### src/rtl/core/b64e_pkg.sv
// Shared types and constants of the base64 encoder.
package b64e_pkg;

  // Alphabet register file
  localparam int unsigned ALPHA_WORDS = 8;
  localparam int unsigned CFG_IDX_W   = 3;
  localparam int unsigned CFG_DATA_W  = 64;

  // Default depth of the job queue between front and back
  localparam int unsigned JOBQ_DEPTH  = 2;

  // Padding character
  localparam logic [7:0] PAD_CHAR = 8'h3D;

  // Characters per 4-symbol group
  localparam int unsigned GROUP_CHARS = 4;

  // Position within the current three-byte group
  typedef enum logic [2:0] {
    PH_START = 3'b001,
    PH_ONE   = 3'b010,
    PH_TWO   = 3'b100
  } phase_e;

  // One job: the characters caused by one input byte
  typedef struct packed {
    logic [GROUP_CHARS-1:0][5:0] sym;      // symbol index per character
    logic [GROUP_CHARS-1:0]      pad;      // character is '=' padding
    logic [1:0]                  last_idx; // index of the job's last character
    logic                        fin;      // job ends the message
  } job_t;

endpackage

### src/rtl/core/b64e_jobq.sv
// Small register queue holding jobs between the front and the back.
module b64e_jobq #(
  parameter int unsigned Depth = b64e_pkg::JOBQ_DEPTH
) (
  input  logic           clk_i,
  input  logic           rst_ni,
  input  logic           push_i,
  input  b64e_pkg::job_t data_i,
  output logic           full_o,
  input  logic           pop_i,
  output logic           valid_o,
  output b64e_pkg::job_t data_o
);

  localparam int unsigned PtrW = (Depth > 1) ? $clog2(Depth) : 1;
  localparam int unsigned CntW = $clog2(Depth + 1);

  b64e_pkg::job_t mem_q [Depth];
  logic [PtrW-1:0] wptr_q, wptr_d, rptr_q, rptr_d;
  logic [CntW-1:0] cnt_q, cnt_d;
  logic            do_push, do_pop;

  assign full_o  = (cnt_q == CntW'(Depth));
  assign valid_o = (cnt_q != '0);
  assign data_o  = mem_q[rptr_q];
  assign do_push = push_i && !full_o;
  assign do_pop  = pop_i && valid_o;

  // Pointer and fill count update
  always_comb begin
    wptr_d = wptr_q;
    rptr_d = rptr_q;
    cnt_d  = cnt_q;
    if (do_push) begin
      wptr_d = (wptr_q == PtrW'(Depth - 1)) ? '0 : wptr_q + 1'b1;
    end
    if (do_pop) begin
      rptr_d = (rptr_q == PtrW'(Depth - 1)) ? '0 : rptr_q + 1'b1;
    end
    if (do_push && !do_pop) begin
      cnt_d = cnt_q + 1'b1;
    end else if (do_pop && !do_push) begin
      cnt_d = cnt_q - 1'b1;
    end
  end

  always_ff @(posedge clk_i or negedge rst_ni) begin
    if (!rst_ni) begin
      wptr_q <= '0;
      rptr_q <= '0;
      cnt_q  <= '0;
    end else begin
      wptr_q <= wptr_d;
      rptr_q <= rptr_d;
      cnt_q  <= cnt_d;
    end
  end

  // Storage
  always_ff @(posedge clk_i) begin
    if (do_push) begin
      mem_q[wptr_q] <= data_i;
    end
  end

endmodule

### src/rtl/core/b64e_front.sv
// Front end: accepts bytes, tracks the group position and builds one job per byte.
module b64e_front (
  input  logic           clk_i,
  input  logic           rst_ni,
  input  logic           push_i,
  input  logic [7:0]     data_byte_i,
  input  logic           final_byte_i,
  input  logic           jobq_full_i,
  output logic           jobq_push_o,
  output b64e_pkg::job_t job_o
);

  b64e_pkg::phase_e phase_q, phase_d;
  logic [3:0]       left_q, left_d;
  logic             accept;

  assign accept      = push_i && !jobq_full_i;
  assign jobq_push_o = accept;

  // Split the byte into symbol indexes for the current group position
  always_comb begin
    job_o     = '0;
    job_o.fin = final_byte_i;
    phase_d   = phase_q;
    left_d    = left_q;
    case (phase_q)
      b64e_pkg::PH_ONE: begin
        job_o.sym[0] = {left_q[1:0], data_byte_i[7:4]};
        if (final_byte_i) begin
          job_o.sym[1]   = {data_byte_i[3:0], 2'b00};
          job_o.pad[2]   = 1'b1;
          job_o.last_idx = 2'd2;
          phase_d        = b64e_pkg::PH_START;
          left_d         = '0;
        end else begin
          job_o.last_idx = 2'd0;
          phase_d        = b64e_pkg::PH_TWO;
          left_d         = data_byte_i[3:0];
        end
      end
      b64e_pkg::PH_TWO: begin
        job_o.sym[0]   = {left_q, data_byte_i[7:6]};
        job_o.sym[1]   = data_byte_i[5:0];
        job_o.last_idx = 2'd1;
        phase_d        = b64e_pkg::PH_START;
        left_d         = '0;
      end
      default: begin
        // start of a group
        job_o.sym[0] = data_byte_i[7:2];
        if (final_byte_i) begin
          job_o.sym[1]   = {data_byte_i[1:0], 4'b0000};
          job_o.pad[2]   = 1'b1;
          job_o.pad[3]   = 1'b1;
          job_o.last_idx = 2'd3;
          phase_d        = b64e_pkg::PH_START;
          left_d         = '0;
        end else begin
          job_o.last_idx = 2'd0;
          phase_d        = b64e_pkg::PH_ONE;
          left_d         = {2'b00, data_byte_i[1:0]};
        end
      end
    endcase
  end

  always_ff @(posedge clk_i or negedge rst_ni) begin
    if (!rst_ni) begin
      phase_q <= b64e_pkg::PH_START;
      left_q  <= '0;
    end else if (accept) begin
      phase_q <= phase_d;
      left_q  <= left_d;
    end
  end

endmodule

### src/rtl/core/b64e_back.sv
// Back end: holds the alphabet, walks each job one character a cycle into the output register while it is free.
module b64e_back (
  input  logic                              clk_i,
  input  logic                              rst_ni,
  input  logic                              cfg_we_i,
  input  logic [b64e_pkg::CFG_IDX_W-1:0]    cfg_idx_i,
  input  logic [b64e_pkg::CFG_DATA_W-1:0]   cfg_wdata_i,
  input  logic                              jobq_valid_i,
  input  b64e_pkg::job_t                    jobq_data_i,
  output logic                              jobq_pop_o,
  input  logic                              pop_i,
  output logic                              empty_o,
  output logic [7:0]                        out_char_o,
  output logic                              last_char_o
);

  logic [b64e_pkg::CFG_DATA_W-1:0] alpha_q [b64e_pkg::ALPHA_WORDS];

  b64e_pkg::job_t job_q, job_d;
  logic           job_valid_q, job_valid_d;
  logic [1:0]     idx_q, idx_d;
  logic           out_valid_q, out_valid_d;
  logic [7:0]     out_char_q, out_char_d;
  logic           out_last_q, out_last_d;

  logic                            adv, done;
  logic [5:0]                      cur_sym;
  logic [b64e_pkg::CFG_DATA_W-1:0] cur_word;
  logic [7:0]                      sym_char;

  assign empty_o     = !out_valid_q;
  assign out_char_o  = out_char_q;
  assign last_char_o = out_last_q;

  // Alphabet lookup for the current character
  assign cur_sym  = job_q.sym[idx_q];
  assign cur_word = alpha_q[cur_sym[5:3]];
  assign sym_char = cur_word[{cur_sym[2:0], 3'b000} +: 8];

  // Output register frees up when empty or when its result transfers
  assign adv        = !out_valid_q || pop_i;
  assign done       = (idx_q == job_q.last_idx);
  assign jobq_pop_o = jobq_valid_i && (!job_valid_q || (adv && done));

  // Character sequencing
  always_comb begin
    job_d       = job_q;
    job_valid_d = job_valid_q;
    idx_d       = idx_q;
    out_valid_d = out_valid_q;
    out_char_d  = out_char_q;
    out_last_d  = out_last_q;
    if (adv) begin
      out_valid_d = job_valid_q;
      out_char_d  = job_q.pad[idx_q] ? b64e_pkg::PAD_CHAR : sym_char;
      out_last_d  = job_q.fin && done;
      if (job_valid_q && !done) begin
        idx_d = idx_q + 1'b1;
      end else if (job_valid_q) begin
        job_valid_d = 1'b0;
      end
    end
    if (jobq_pop_o) begin
      job_d       = jobq_data_i;
      job_valid_d = 1'b1;
      idx_d       = '0;
    end
  end

  always_ff @(posedge clk_i or negedge rst_ni) begin
    if (!rst_ni) begin
      job_valid_q <= 1'b0;
      idx_q       <= '0;
      out_valid_q <= 1'b0;
    end else begin
      job_valid_q <= job_valid_d;
      idx_q       <= idx_d;
      out_valid_q <= out_valid_d;
    end
  end

  // Payload registers
  always_ff @(posedge clk_i) begin
    job_q      <= job_d;
    out_char_q <= out_char_d;
    out_last_q <= out_last_d;
  end

  // Alphabet registers
  always_ff @(posedge clk_i or negedge rst_ni) begin
    if (!rst_ni) begin
      for (int i = 0; i < b64e_pkg::ALPHA_WORDS; i++) begin
        alpha_q[i] <= '0;
      end
    end else if (cfg_we_i) begin
      alpha_q[cfg_idx_i] <= cfg_wdata_i;
    end
  end

endmodule

### src/rtl/core/base64_encoder_custom_alphabet.sv
// Base64 encoder with a configurable alphabet: top level.
// Bytes go in through a push/full port and encoded characters come out through
// an empty/pop port, one character per clock at most; the back end's character
// sequencer sets that rate. A byte causes one or two characters, a final byte
// two to four including '=' padding. A byte passes through the job queue, the
// job register and the output register before its first character shows. The
// front end parses bytes into jobs without waiting on the output; a job queue
// of JobQDepth entries lets it run ahead while the output is stalled. The
// alphabet is eight 64-bit words (symbol k of word w is byte k, low byte
// first), all zero after reset; the user must write it only while the encoder
// is idle, as the block itself does not enforce this.
module base64_encoder_custom_alphabet #(
  parameter int unsigned JobQDepth = b64e_pkg::JOBQ_DEPTH
) (
  input  logic                            clk_i,
  input  logic                            rst_ni,
  input  logic                            cfg_we_i,
  input  logic [b64e_pkg::CFG_IDX_W-1:0]  cfg_idx_i,
  input  logic [b64e_pkg::CFG_DATA_W-1:0] cfg_wdata_i,
  input  logic                            push,
  output logic                            full,
  input  logic [7:0]                      data_byte_i,
  input  logic                            final_byte_i,
  output logic                            empty,
  input  logic                            pop,
  output logic [7:0]                      out_char_o,
  output logic                            last_char_o
);

  b64e_pkg::job_t front_job, jobq_data;
  logic           jobq_push, jobq_full, jobq_valid, jobq_pop;

  assign full = jobq_full;

  // Byte parser
  b64e_front u_front (
    .clk_i        (clk_i),
    .rst_ni       (rst_ni),
    .push_i       (push),
    .data_byte_i  (data_byte_i),
    .final_byte_i (final_byte_i),
    .jobq_full_i  (jobq_full),
    .jobq_push_o  (jobq_push),
    .job_o        (front_job)
  );

  // Job queue
  b64e_jobq #(
    .Depth (JobQDepth)
  ) u_jobq (
    .clk_i   (clk_i),
    .rst_ni  (rst_ni),
    .push_i  (jobq_push),
    .data_i  (front_job),
    .full_o  (jobq_full),
    .pop_i   (jobq_pop),
    .valid_o (jobq_valid),
    .data_o  (jobq_data)
  );

  // Character emitter
  b64e_back u_back (
    .clk_i        (clk_i),
    .rst_ni       (rst_ni),
    .cfg_we_i     (cfg_we_i),
    .cfg_idx_i    (cfg_idx_i),
    .cfg_wdata_i  (cfg_wdata_i),
    .jobq_valid_i (jobq_valid),
    .jobq_data_i  (jobq_data),
    .jobq_pop_o   (jobq_pop),
    .pop_i        (pop),
    .empty_o      (empty),
    .out_char_o   (out_char_o),
    .last_char_o  (last_char_o)
  );

endmodule

### config.mk
export PLATFORM = sky130hd
export DESIGN_NAME = base64_encoder_custom_alphabet
export DESIGN_NICKNAME = d
export VERILOG_FILES = /design/src/rtl/core/b64e_pkg.sv /design/src/rtl/core/b64e_jobq.sv /design/src/rtl/core/b64e_front.sv /design/src/rtl/core/b64e_back.sv /design/src/rtl/core/base64_encoder_custom_alphabet.sv
export SDC_FILE = /design/constraint.sdc
export NUM_CORES = 1
export LEC_CHECK = 0
export BUFFER_PORTS_ARGS = -buffer_cell sky130_fd_sc_hd__buf_2
export CAP_MARGIN = 10
export CORE_MARGIN = 3
export CORE_UTILIZATION = 60
export DETAILED_ROUTE_END_ITERATION = 8
export HOLD_SLACK_MARGIN = 0.15
export PLACE_DENSITY = 0.88
export SYNTH_ARGS = -nofsm -noshare
export SYNTH_HDL_FRONTEND = slang
export SYNTH_SLANG_ARGS = --single-unit
### constraint.sdc
create_clock -name clk_i -period 7.15 [get_ports clk_i]
set_clock_uncertainty 0.05 [all_clocks]
set_input_delay 1.0725 -clock clk_i [delete_from_list [all_inputs] [get_ports clk_i]]
set_output_delay 1.0725 -clock clk_i [all_outputs]
set_load 0.03 [all_outputs]
Yosys cells after proc, flatten, opt, wreduce, memory -nomap -nowiden
Memories as Yosys holds them, arrays and structs flattened. A register that Yosys moved wholly into a read port is not among the register bits.
Cells that the tools add are included.
W data, S select, Z words.
{"block": "word_totals", "elab_cells": 101, "out_inout_bits": 11, "ramBits": 34, "memories": 1, "mem_bits_ro": 0, "latchBits": 0, "register_bits": 552, "inputBits": 81}
{"memory": "u_jobq.mem_q", "depth": 2, "word_bits": 17, "read_ports": 1, "rd_clocked_by_memory_dff": 1, "write_ports": 1, "line": "b64e_jobq.sv:18", "source": "b64e_pkg::job_t mem_q [Depth];"}
{"block": "op_classes", "multipliers": 0, "n_lt_le_gt_ge": 4, "shift": 1, "n_eq_ne": 5, "reduce_logical": 25, "bitwise": 2, "div": 0, "n_mux": 37, "addsub": 5}
{"operator": "$bwmux W512", "count": 1}
{"operator": "$bmux W64 S3", "count": 1}
{"operator": "$demux W64 S3", "count": 1}
{"operator": "$mux W64", "count": 3}
{"operator": "$shiftx A64 B7 Y8", "count": 1}
{"operator": "$pmux W12 S2", "count": 1}
{"operator": "$mux W2", "count": 9}
{"operator": "$mux W6", "count": 3}
{"operator": "$bmux W6 S2", "count": 1}
{"operator": "$logic_and A1 B1 Y1", "count": 10}
{"operator": "$mux W1", "count": 10}
{"operator": "$ge A4 B4 Y1 const B", "count": 2}
{"operator": "$not A3 Y4", "count": 2}
{"operator": "$pmux W4 S2", "count": 1}
{"operator": "$reduce_bool A2 Y1", "count": 4}
{"operator": "$logic_not A1 Y1", "count": 6}
{"operator": "$pmux W3 S2", "count": 1}
{"operator": "$add A2 B1 Y2 const B", "count": 2}
{"operator": "$lt A4 B1 Y1 const B", "count": 1}
{"operator": "$mux W4", "count": 1}
{"operator": "$pmux W2 S2", "count": 1}
{"operator": "$reduce_and A2 Y1", "count": 2}
{"operator": "$eq A3 B2 Y1 const B", "count": 1}
{"operator": "$eq A3 B3 Y1 const B", "count": 1}
{"operator": "other kinds (11)", "count": 13}

Logic depth before layout (Yosys ltp)
{"block": "logic_depth", "depth_word": 9, "depth_mapped": 11, "ltp_nobuf": 8}

By module
Synthesis repeated with hierarchy kept, for this count alone.
{"block": "hier_totals", "cells_unflattened": 1938, "area_unflattened_um2": 28693.8}
{"module": "b64e_back", "area_per_inst_um2": 25241.7, "instances": 1, "cells_each": 1709}
{"module": "b64e_jobq", "area_per_inst_um2": 2591.2, "instances": 1, "cells_each": 116}
{"module": "b64e_front", "area_per_inst_um2": 860.8, "instances": 1, "cells_each": 113}

Worst setup path after synthesis
No wires, ideal clock.
{"block": "synth_timing", "path_type": "in2reg", "startpoint": "input pop", "endpoint": "register u_jobq.cnt_q[1]", "setup_ps": 79, "cell_stages": 8, "n_path_buf": 0, "setup_slack_ps": 3648, "arrival_time_ps": 3373, "required_ps": 7021, "path_cell_list": "nand2b_1 > nand3_1 > a21oi_1 > inv_1 > ha_1 > xor2_1 > nor2_1 > xor2_1"}
{"block": "synth_between", "elab_chain_cells": 8}
{"item": "start, declared", "line": "base64_encoder_custom_alphabet.sv:25", "source": "input logic pop,"}
{"item": "$logic_or A1 B1 Y1 (*)", "line": "b64e_back.sv:41", "source": "assign adv = !out_valid_q || pop_i;"}
{"item": "$logic_and A1 B1 Y1 (*)", "line": "b64e_back.sv:43", "source": "assign jobq_pop_o = jobq_valid_i && (!job_valid_q || (adv && done));"}
{"item": "$logic_or A1 B1 Y1 (*)", "line": "b64e_back.sv:43"}
{"item": "$logic_and A1 B1 Y1 (*)", "line": "b64e_back.sv:43"}
{"item": "named net jobq_pop", "line": "base64_encoder_custom_alphabet.sv:31", "source": "logic jobq_push, jobq_full, jobq_valid, jobq_pop;"}
{"item": "$logic_and A1 B1 Y1 (*)", "line": "b64e_jobq.sv:27", "source": "assign do_pop = pop_i && valid_o;"}
{"item": "$logic_not A1 Y1", "line": "b64e_jobq.sv:40", "source": "if (do_push && !do_pop) begin"}
{"item": "$logic_and A1 B1 Y1", "line": "b64e_jobq.sv:40"}
{"item": "$mux W2 or $reduce_bool A2 Y1 (tied branches)"}
{"item": "end signal, assigned", "line": "b64e_jobq.sv:55", "source": "cnt_q <= cnt_d;"}
{"item": "end, declared", "line": "b64e_jobq.sv:20", "source": "logic [CntW-1:0] cnt_q, cnt_d;"}
Mark *: on every way through the listed nets, which the timed path passes. The rest lies on a longest branch.
A chain may end at the register's enable or synchronous reset.

Worst setup path in the final report
{"block": "layout_timing", "startpoint": "register u_back.idx_q[0]", "endpoint": "register u_back.out_char_q[4], in the netlist u_back.out_char_o[4] (data pin)"}
{"block": "layout_between", "elab_chain_cells": 7}
{"item": "start, declared", "line": "b64e_back.sv:21", "source": "logic [1:0] idx_q, idx_d;"}
{"item": "start signal, assigned", "line": "b64e_back.sv:77", "source": "idx_q <= idx_d;"}
{"item": "$bmux W6 S2", "line": "b64e_back.sv:36", "source": "assign cur_sym = job_q.sym[idx_q];"}
{"item": "$mux W6 (not written as such)", "line": "b64e_back.sv:36"}
{"item": "$not A3 Y4 (not written as such)", "line": "b64e_back.sv:37", "source": "assign cur_word = alpha_q[cur_sym[5:3]];"}
{"item": "$bmux W64 S3", "line": "b64e_back.sv:37"}
{"item": "$mux W64 (not written as such) (2 in a row)", "line": "b64e_back.sv:37"}
{"item": "$shiftx A64 B7 Y8", "line": "b64e_back.sv:38", "source": "assign sym_char = cur_word[{cur_sym[2:0], 3'b000} +: 8];"}
{"item": "end signal, assigned", "line": "b64e_back.sv:85", "source": "out_char_q <= out_char_d;"}
{"item": "end, declared", "line": "b64e_back.sv:23", "source": "logic [7:0] out_char_q, out_char_d;"}
Several ways; a longest one is shown, not always the timed one. The select of a mux whose other input is x is not followed.

==> results.md <==
- Status: complete, no violations
- Initial core utilization: 61.6%
- Ranking of synthesized cells by area: dfrtp_1, mux2_2, edfxtp_1, mux2i_1, a21oi_1
- Vias: 18536
- Die ar.: 47400 µm²
- Area share of the largest cell type after synthesis: 49.0%
- Routed Antenna Nets: 0
- Avg Vias per Cell: 6.83
- Cell accounting for the most synthesized area: dfrtp_1
- Internal: 0.00767 W
- Synthesized Nets: ~2100
- Worst-path maximum fanout: 97
- Final Max Slew Viols: 0
- Tmin final: 4.18 ns
- Residual DRC: 0
- Total Routing Usage GR: slightly below 30%
- R2R cell count: 6
- Starting DRT DRC Count: about 2200
- Worst hold stages: 2
- Final instance area: roughly 30000 µm²
- Avg Cell Area, Syn: 13.1 µm²
- Synth async-reset ratio: between 80 and 90%
- Leak Pwr: 12.4 nW
- Cell Pwr Density: between 400 and 500 nW/µm²
- Net load switching power: 0.00448 W
- Crit end category: flip-flop
- Htree depth: 2
- Data required, critical path: 7.47 ns
- Worst setup SP type: flip-flop
- Worst-path clk slew: 0.06 ns
- Pin count of the biggest net entering global routing: 185
- Synth warn: 0
- Mapped Area: 26900 µm²
- Final setup violation count: 0
- Worst slew pin tran: 1.22 ns
- Post-DP Area: 27800 µm²
- Synth top cells by count: mux2_2, dfrtp_1, nand2_1, clkbuf_1, a21oi_1
- Hold Crit Class: reg -> reg
- CTS tree: yes
- Boundary pin count: 92
- Core box area: 43600 µm²
- Post-synthesis sequential area ratio: a little under three fifths
- Die Span X: between 200 and 250 µm
- Hold buffers post-CTS: 0
- Root Buffer: clkbuf_16
- Die span in y: about 220 µm
- Gate power share: 36.3%
- Dpl hpwl: 41.0 mm
- Netlist cell types: 67
- GPL Wtd Cong: 0.826
- Reg area: 15000 µm²
- Vias in the first global route: around 19000
- RSZ-0062 raised after global routing: no
- Buffers on Ports: 91
- Hold Vio Cnt, Final: 0
- Initial antenna violation count: 12
- GR Overflow Total: 0
- Area delta synth->final: 10.1%
- First-pass GRT wire length: 110 mm
- Post CTS Setup Buffer Count: 0
- Share of cells above drive strength 1: a little under two fifths
- TritonRoute pass-1 iters: 8
- Final wirelength: 70.3 mm
- Fin nets: about 2200
- Row cnt: 76
- Max-cap violations: 0
- Setup TNS: 0 ns
- Worst IR Drop VDD: 0.303 mV
- Post-Syn Instances: between 2000 and 2500
- #FFs+latches synth: roughly 590
- Most common cell in the netlist: mux2_2
- Num Clock Sinks: about 590
- Slew HR: 18.5%
- CTS Buf Count: 57
- CTS max path bufs: 3
- Sequential power share: 39.3%
- Worst-Skew Late Latency: 0.62 ns
- Kind of critical path: reg -> reg
- EDFF count, synth: 60
- Area occupied by multi-input gates: 11200 µm²
- FMAX: 239 MHz
- Fillcell total: 2821
- Critical path arrival: 4.50 ns
- CTS resizes: 0
- Final Cycle Share: 58.4%
- Clock network power share: 24.4%
- WL/cell: 25.9 µm
- Most used DFF post-synth: dfrtp_1
- Sw Share: 36.9%
final timing paths:
check | startpoint | endpoint | slack (ns)
min in group asynchronous | rst_ni | u_back.alpha_q[506]$_DFFE_PN0P_ | 0.47
worst max-delay path | u_back.idx_q[0]$_DFFE_PN0P_ | u_back.out_char_o[4]$_SDFFCE_PP1P_ | 2.97
max in group asynchronous | rst_ni | u_back.idx_q[1]$_DFFE_PN0P_ | 4.85
worst max register to register | u_back.idx_q[0]$_DFFE_PN0P_ | u_back.out_char_o[4]$_SDFFCE_PP1P_ | 2.97
worst min register to register | u_front.left_q[3]$_DFFE_PN0P_ | u_front.left_q[3]$_DFFE_PN0P_ | 0.45
worst min-delay path | u_front.left_q[3]$_DFFE_PN0P_ | u_front.left_q[3]$_DFFE_PN0P_ | 0.45
sequential cells by signal, summed over array words and instances, names as in the netlist:
register,cells
u_back.alpha_q,512
u_jobq.mem_q,34
u_back.job_q,17
u_back.out_char_o,8
u_front.left_q,4
u_front.phase_q,3
u_back.idx_q,2
u_jobq.cnt_q,2
u_back.job_valid_q,1
u_back.last_char_o,1
u_back.out_valid_q,1
u_jobq.rptr_q,1
u_jobq.wptr_q,1
cell usage in the layout (no fill, tap or decap), types with 5 or more instances in the layout:
cell	netlist	routed
dfrtp_1	526	525
a21oi_2	2	5
clkbuf_8	0	10
a32o_1	5	5
clkbuf_1	96	11
mux2i_1	75	73
a21oi_1	95	92
clkinv_2	0	9
nand2_1	121	121
nand3b_1	6	6
mux4_2	9	9
nand3_1	76	76
a311oi_1	6	6
a211oi_1	43	43
buf_4	5	37
clkbuf_16	0	59
o22ai_1	9	9
o21ai_0	71	71
a221oi_1	16	16
nor2b_1	7	7
inv_1	5	5
xnor2_1	5	5
nor2_1	19	17
o41ai_1	13	13
nor3b_1	16	14
diode_2	0	5
and3_1	31	31
a2111oi_0	10	10
a32oi_1	9	9
edfxtp_1	60	60
buf_2	36	90
mux2_2	545	545
o221a_2	9	9
a22oi_1	15	15
a21o_1	6	6
o221ai_1	6	6
through the flow:
step	hold WS (ns)	util, %	cells	setup slack (ns)	total power, W
after floorplan	0.389	-	2045	3.65	0.00770
after detailed placement	0.422	63.6	2608	3.11	0.00906
after CTS	0.446	67.8	2708	3.06	0.0121
after global placement	0.401	63.6	2608	3.25	0.00886
after global routing	0.456	67.8	2712	2.85	0.0126
final	0.448	67.8	2713	2.97	0.0122
cell families after synthesis:
group	count (synthesis)	synth area share (%)
mux	633	26.6
flops	587	55.8
compound gates	355	9.08
simple gates	302	5.57
buf+inv	158	2.67
xor+xnor	9	0.293
fa+ha+maj	1	0.0465
final cells by class:
class | count | share of cell area (%)
Antenna cell | 5 | 0.0423
Multi-Input combinational cell | 1300 | 38.0
Tap cell | 585 | 2.47
Timing Repair Buffer | 129 | 2.58
Clock inverter | 20 | 0.592
Sequential cell | 587 | 50.7
Clock buffer | 80 | 5.59
Inverter | 7 | 0.0888
worst max-delay path, stage by stage (launching register included):
cell,delay (ns)
dfrtp_1,1.01
mux2_4,0.62
nand2_8,0.54
mux2_4,0.52
a2111oi_0,0.63
o22ai_1,0.29
o32a_1,0.22
metal layers:
metal  up-vias  GRT usage (%)  share of wire (%)
met5         -              0               0.11
met4        12           12.6                4.1
met3       232           7.27                9.3
met2      1043           47.6                 48
met1      9548           39.0                 39
li1       7701              -                  -
power by group through the flow:
stage | clock, W | sequential (W) | combinational [W]
2_1_floorplan | 0 | 0.00462 | 0.00308
3_3_place_gp | 0 | 0.00472 | 0.00414
3_5_place_dp | 0 | 0.00479 | 0.00427
4_1_cts | 0.00298 | 0.00475 | 0.00433
5_1_grt | 0.00312 | 0.00484 | 0.00468
6_report | 0.00296 | 0.00477 | 0.00442
Note: power is estimated with default switching activity, not from simulation.
